[config.mk]
export PLATFORM = sky130hd
export DESIGN_NAME = bba_ffz
export DESIGN_NICKNAME = d
export VERILOG_FILES = /design/src/rtl/assert_macros.svh /design/src/rtl/bba_ffz.sv
export SDC_FILE = /design/constraint.sdc
export NUM_CORES = 1
export LEC_CHECK = 0
export BUFFER_PORTS_ARGS = -buffer_cell sky130_fd_sc_hd__buf_4
export CORE_AREA = 2 2 39 41
export DETAILED_ROUTE_END_ITERATION = 8
export DIE_AREA = 0 0 41 43
export PLACE_DENSITY = 0.77
export SLEW_MARGIN = 25
export SYNTH_ARGS = -nofsm -noshare
export SYNTH_HDL_FRONTEND = slang
export SYNTH_SLANG_ARGS = --single-unit
[constraint.sdc]
create_clock -name vclk -period 1.2
set_clock_uncertainty 0.05 [all_clocks]
set_input_delay 0.06 -clock vclk [all_inputs]
set_output_delay 0.06 -clock vclk [all_outputs]
set_load 0.005 [all_outputs]
[src/rtl/assert_macros.svh]
// Assertion helpers shared by the RTL. All checks sample on clk and are
// suspended while rst_n is low.
`ifndef ASSERT_MACROS_SVH
`define ASSERT_MACROS_SVH

// Expression must hold at every sampled edge.
`define BBA_ASSERT_ALWAYS(lbl, expr, msg) \
  lbl: assert property (@(posedge clk) disable iff (!rst_n) (expr)) else $error(msg);

// Consequent must hold in the same cycle as the antecedent.
`define BBA_ASSERT_IMPLIES(lbl, ante, cons, msg) \
  lbl: assert property (@(posedge clk) disable iff (!rst_n) (ante) |-> (cons)) \
    else $error(msg);

// Consequent must hold in the cycle after the antecedent.
`define BBA_ASSERT_NEXT(lbl, ante, cons, msg) \
  lbl: assert property (@(posedge clk) disable iff (!rst_n) (ante) |=> (cons)) \
    else $error(msg);

`endif

[src/rtl/bba_ffz.sv]
`timescale 1ns / 1ps
module bba_ffz #(
  parameter int WIDTH = 32,
  parameter int BW    = 5
) (
  input  logic [WIDTH-1:0] word,
  output logic             found,
  output logic [BW-1:0]    idx
);

  localparam int NG   = (WIDTH + 7) / 8;
  localparam int PADW = NG * 8;

  logic [PADW-1:0] padded;
  logic [NG-1:0]   grp_zero;
  logic [2:0]      grp_idx [NG];
  logic [2:0]      sel_g;
  logic [2:0]      sel_i;

  // bits past the word read as in use
  assign padded = ~(PADW'(~word));

  // first clear bit inside each byte lane
  always_comb begin
    for (int g = 0; g < NG; g++) begin
      grp_zero[g] = 1'b0;
      grp_idx[g]  = 3'd0;
      for (int b = 7; b >= 0; b--) begin
        if (!padded[g*8 + b]) begin
          grp_zero[g] = 1'b1;
          grp_idx[g]  = 3'(b);
        end
      end
    end
  end

  // lowest lane that has a clear bit
  always_comb begin
    found = 1'b0;
    sel_g = 3'd0;
    sel_i = 3'd0;
    for (int g = NG - 1; g >= 0; g--) begin
      if (grp_zero[g]) begin
        found = 1'b1;
        sel_g = 3'(g);
        sel_i = grp_idx[g];
      end
    end
  end

  assign idx = BW'({sel_g, sel_i});

endmodule
==> flow_summary.yaml <==
routing:
  vias_per_cell: 5.09
  ant_nets: 0
  routedWlPerCell_um: 10.9
  wirelength_mm: 1.39
  drc_errors: 0
  via_count: 646
  drt_iter0_markers: 7
  drtPass1Iterations: 2
floorplanning:
  rows: 14
  fp.coreArea_um2: 1380
  die_w_um: 41
  start_util_pct: 29.0
  dieArea_um2: 1760
  die_height_um: 43
  ios: 38
cells_and_area:
  area_growth_pct: 96.3
  diodes: 0
  n_clock_buffer: 0
  drive_gt1_share_pct: 51.4
  seq_cells: 0
  final_nets: 145
  finalNonFillerCells: 127
  regArea_um2: 0
  post-route-util_pct: 57.0
placed_design:
  dpl.hpwl_mm: 1.22
  gp_congestion: 0.707
  place_inst: 126
  numPortBuffers: 38
worst_hold_path:
  hold_path_depth: 4
  min_to: "idx[1]"
  worstHoldPathType: "in -> out"
  worstHoldStart: "word[1]"
logic_synthesis:
  synth_top_area_share_pct: 9.97
  synth_cell_types: 23
  post-synth-top-area-cell: "nand3_1"
  syn_nets: 100
  synth_common_cells: "8 x nand2_1, 8 x nand3_1, 7 x inv_1"
  synth_area_um2: 402
  ys_seq_area_share_pct: 0
  yosys_warnings: 0
  syn_area_per_cell_um2: 5.91
  synth_area_leaders: "nand3_1 10%, nand4_1 7.8%, o21ai_0 7.5%"
  syn_inst: 68
timing:
  hold_viol: 0
  max_freq_mhz: 845
  drv_slew: 0
  slew_headroom_pct: 78.1
  worst_pin_slew_ns: 0.327
  final-setup-viol-count: 0
  fin_crit_sh_pct: 98.6
  grt_setup_unrepaired: "true"
  fin_crit_ns: 1.18
grt:
  grt_first_pass_wirelength_mm: 2.20
  antenna_found_initial: 0
  grt_overflow: 0
  grt_pass1_vias: 614
  grt_use_total_pct: 16.6
  grt_max_degree: 6
setup_path:
  cp-end-kind: "output port"
  cp.required_ns: 1.09
  critPathKind: "in -> out"
  startpoint_type: "input port"
  worstPathArrival_ns: 1.07
  crit_fanout: 3
power:
  p_leak_nw: 0.381
  pwr_density_cell_nw_per_um2: 259
  peakVddDrop_uv: 129
run_status:
  status: "finished, final reports clean"
job:
  drv_cap: 0
[cell families after synthesis]
logic type | Yosys count | synth area share, %
buffers and inverters | 7 | 6.54
AND/OR/NAND/NOR | 38 | 56.1
AO/OA/AOI/OAI | 23 | 37.4
[cell type report]
cell class                 instances  area [um2]
tap                               16        20.0
multi-input combinational         61         393
fill                             146         596
inverter                           7        26.3
timing repair buffer              43         349
[cell usage in the layout (no fill, tap or decap), drive strengths merged, types with 2 or more instances in the layout]
cell / synthesis / layout
buf: 0 / 43
nand2: 11 / 11
o21ai: 9 / 9
nand3: 8 / 8
inv: 7 / 7
nor2: 6 / 6
nand4: 6 / 6
a21oi: 5 / 5
a31oi: 2 / 2
a41oi: 2 / 2
a31o: 2 / 2
nand2b: 2 / 2
nor3: 2 / 2
[layer usage]
layer  GRT usage (%)  share of wire [%]
met2            31.3                 54
met4               0                  0
met1            20.3                 39
met3            1.05                7.0
met5               0                  0
[stage by stage]
stage | power [mW] | worst slack (ns) | instance area (um2) | TNS [ns] | hold slack, ns
after floorplan | 0.0600 | 0.254 | 402 | 0 | 0.175
after global placement | 0.186 | -0.0111 | 737 | -0.0143 | 0.418
after detailed placement | 0.190 | -0.0115 | 737 | -0.0194 | 0.429
after CTS | 0.196 | 0.000902 | 759 | 0 | 0.434
after global routing | 0.224 | -0.0501 | 788 | -0.0940 | 0.463
final | 0.204 | 0.0168 | 788 | 0 | 0.430
[worst max-delay path by stage]
stage / start / to / slack, ns / cells after the start
final: word[21] / idx[0] / 0.02 / 7
after global routing: word[22] / idx[1] / -0.05 / 7
after CTS: word[19] / idx[0] / 0.0009 / 7
after detailed placement: word[21] / idx[1] / -0.01 / 7
after global placement: word[21] / idx[0] / -0.01 / 7
after floorplan: word[20] / idx[0] / 0.25 / 5
[report_power, final]
group / total (mW) / internal (mW) / switching [mW]
Clock: 0 / 0 / 0
Combinational: 0.204 / 0.119 / 0.0844
Sequential: 0 / 0 / 0
[what timing repair did]
action | CTS | global route
hold buffers | 0 | 0
cloned | 0 | 0
endpoints found under the setup margin | 2 | 3
setup buffers | 1 | 0
resized for setup | 4 | 6
pin swaps | 5 | 5
[critical path, cell delays in order]
cell	delay [ns]
buf_4	0.09
nand4_1	0.09
or2_4	0.28
nor2b_4	0.15
nand4_2	0.09
a41oi_2	0.18
buf_4	0.13
No activity file was read; power rests on OpenSTA's default activity.
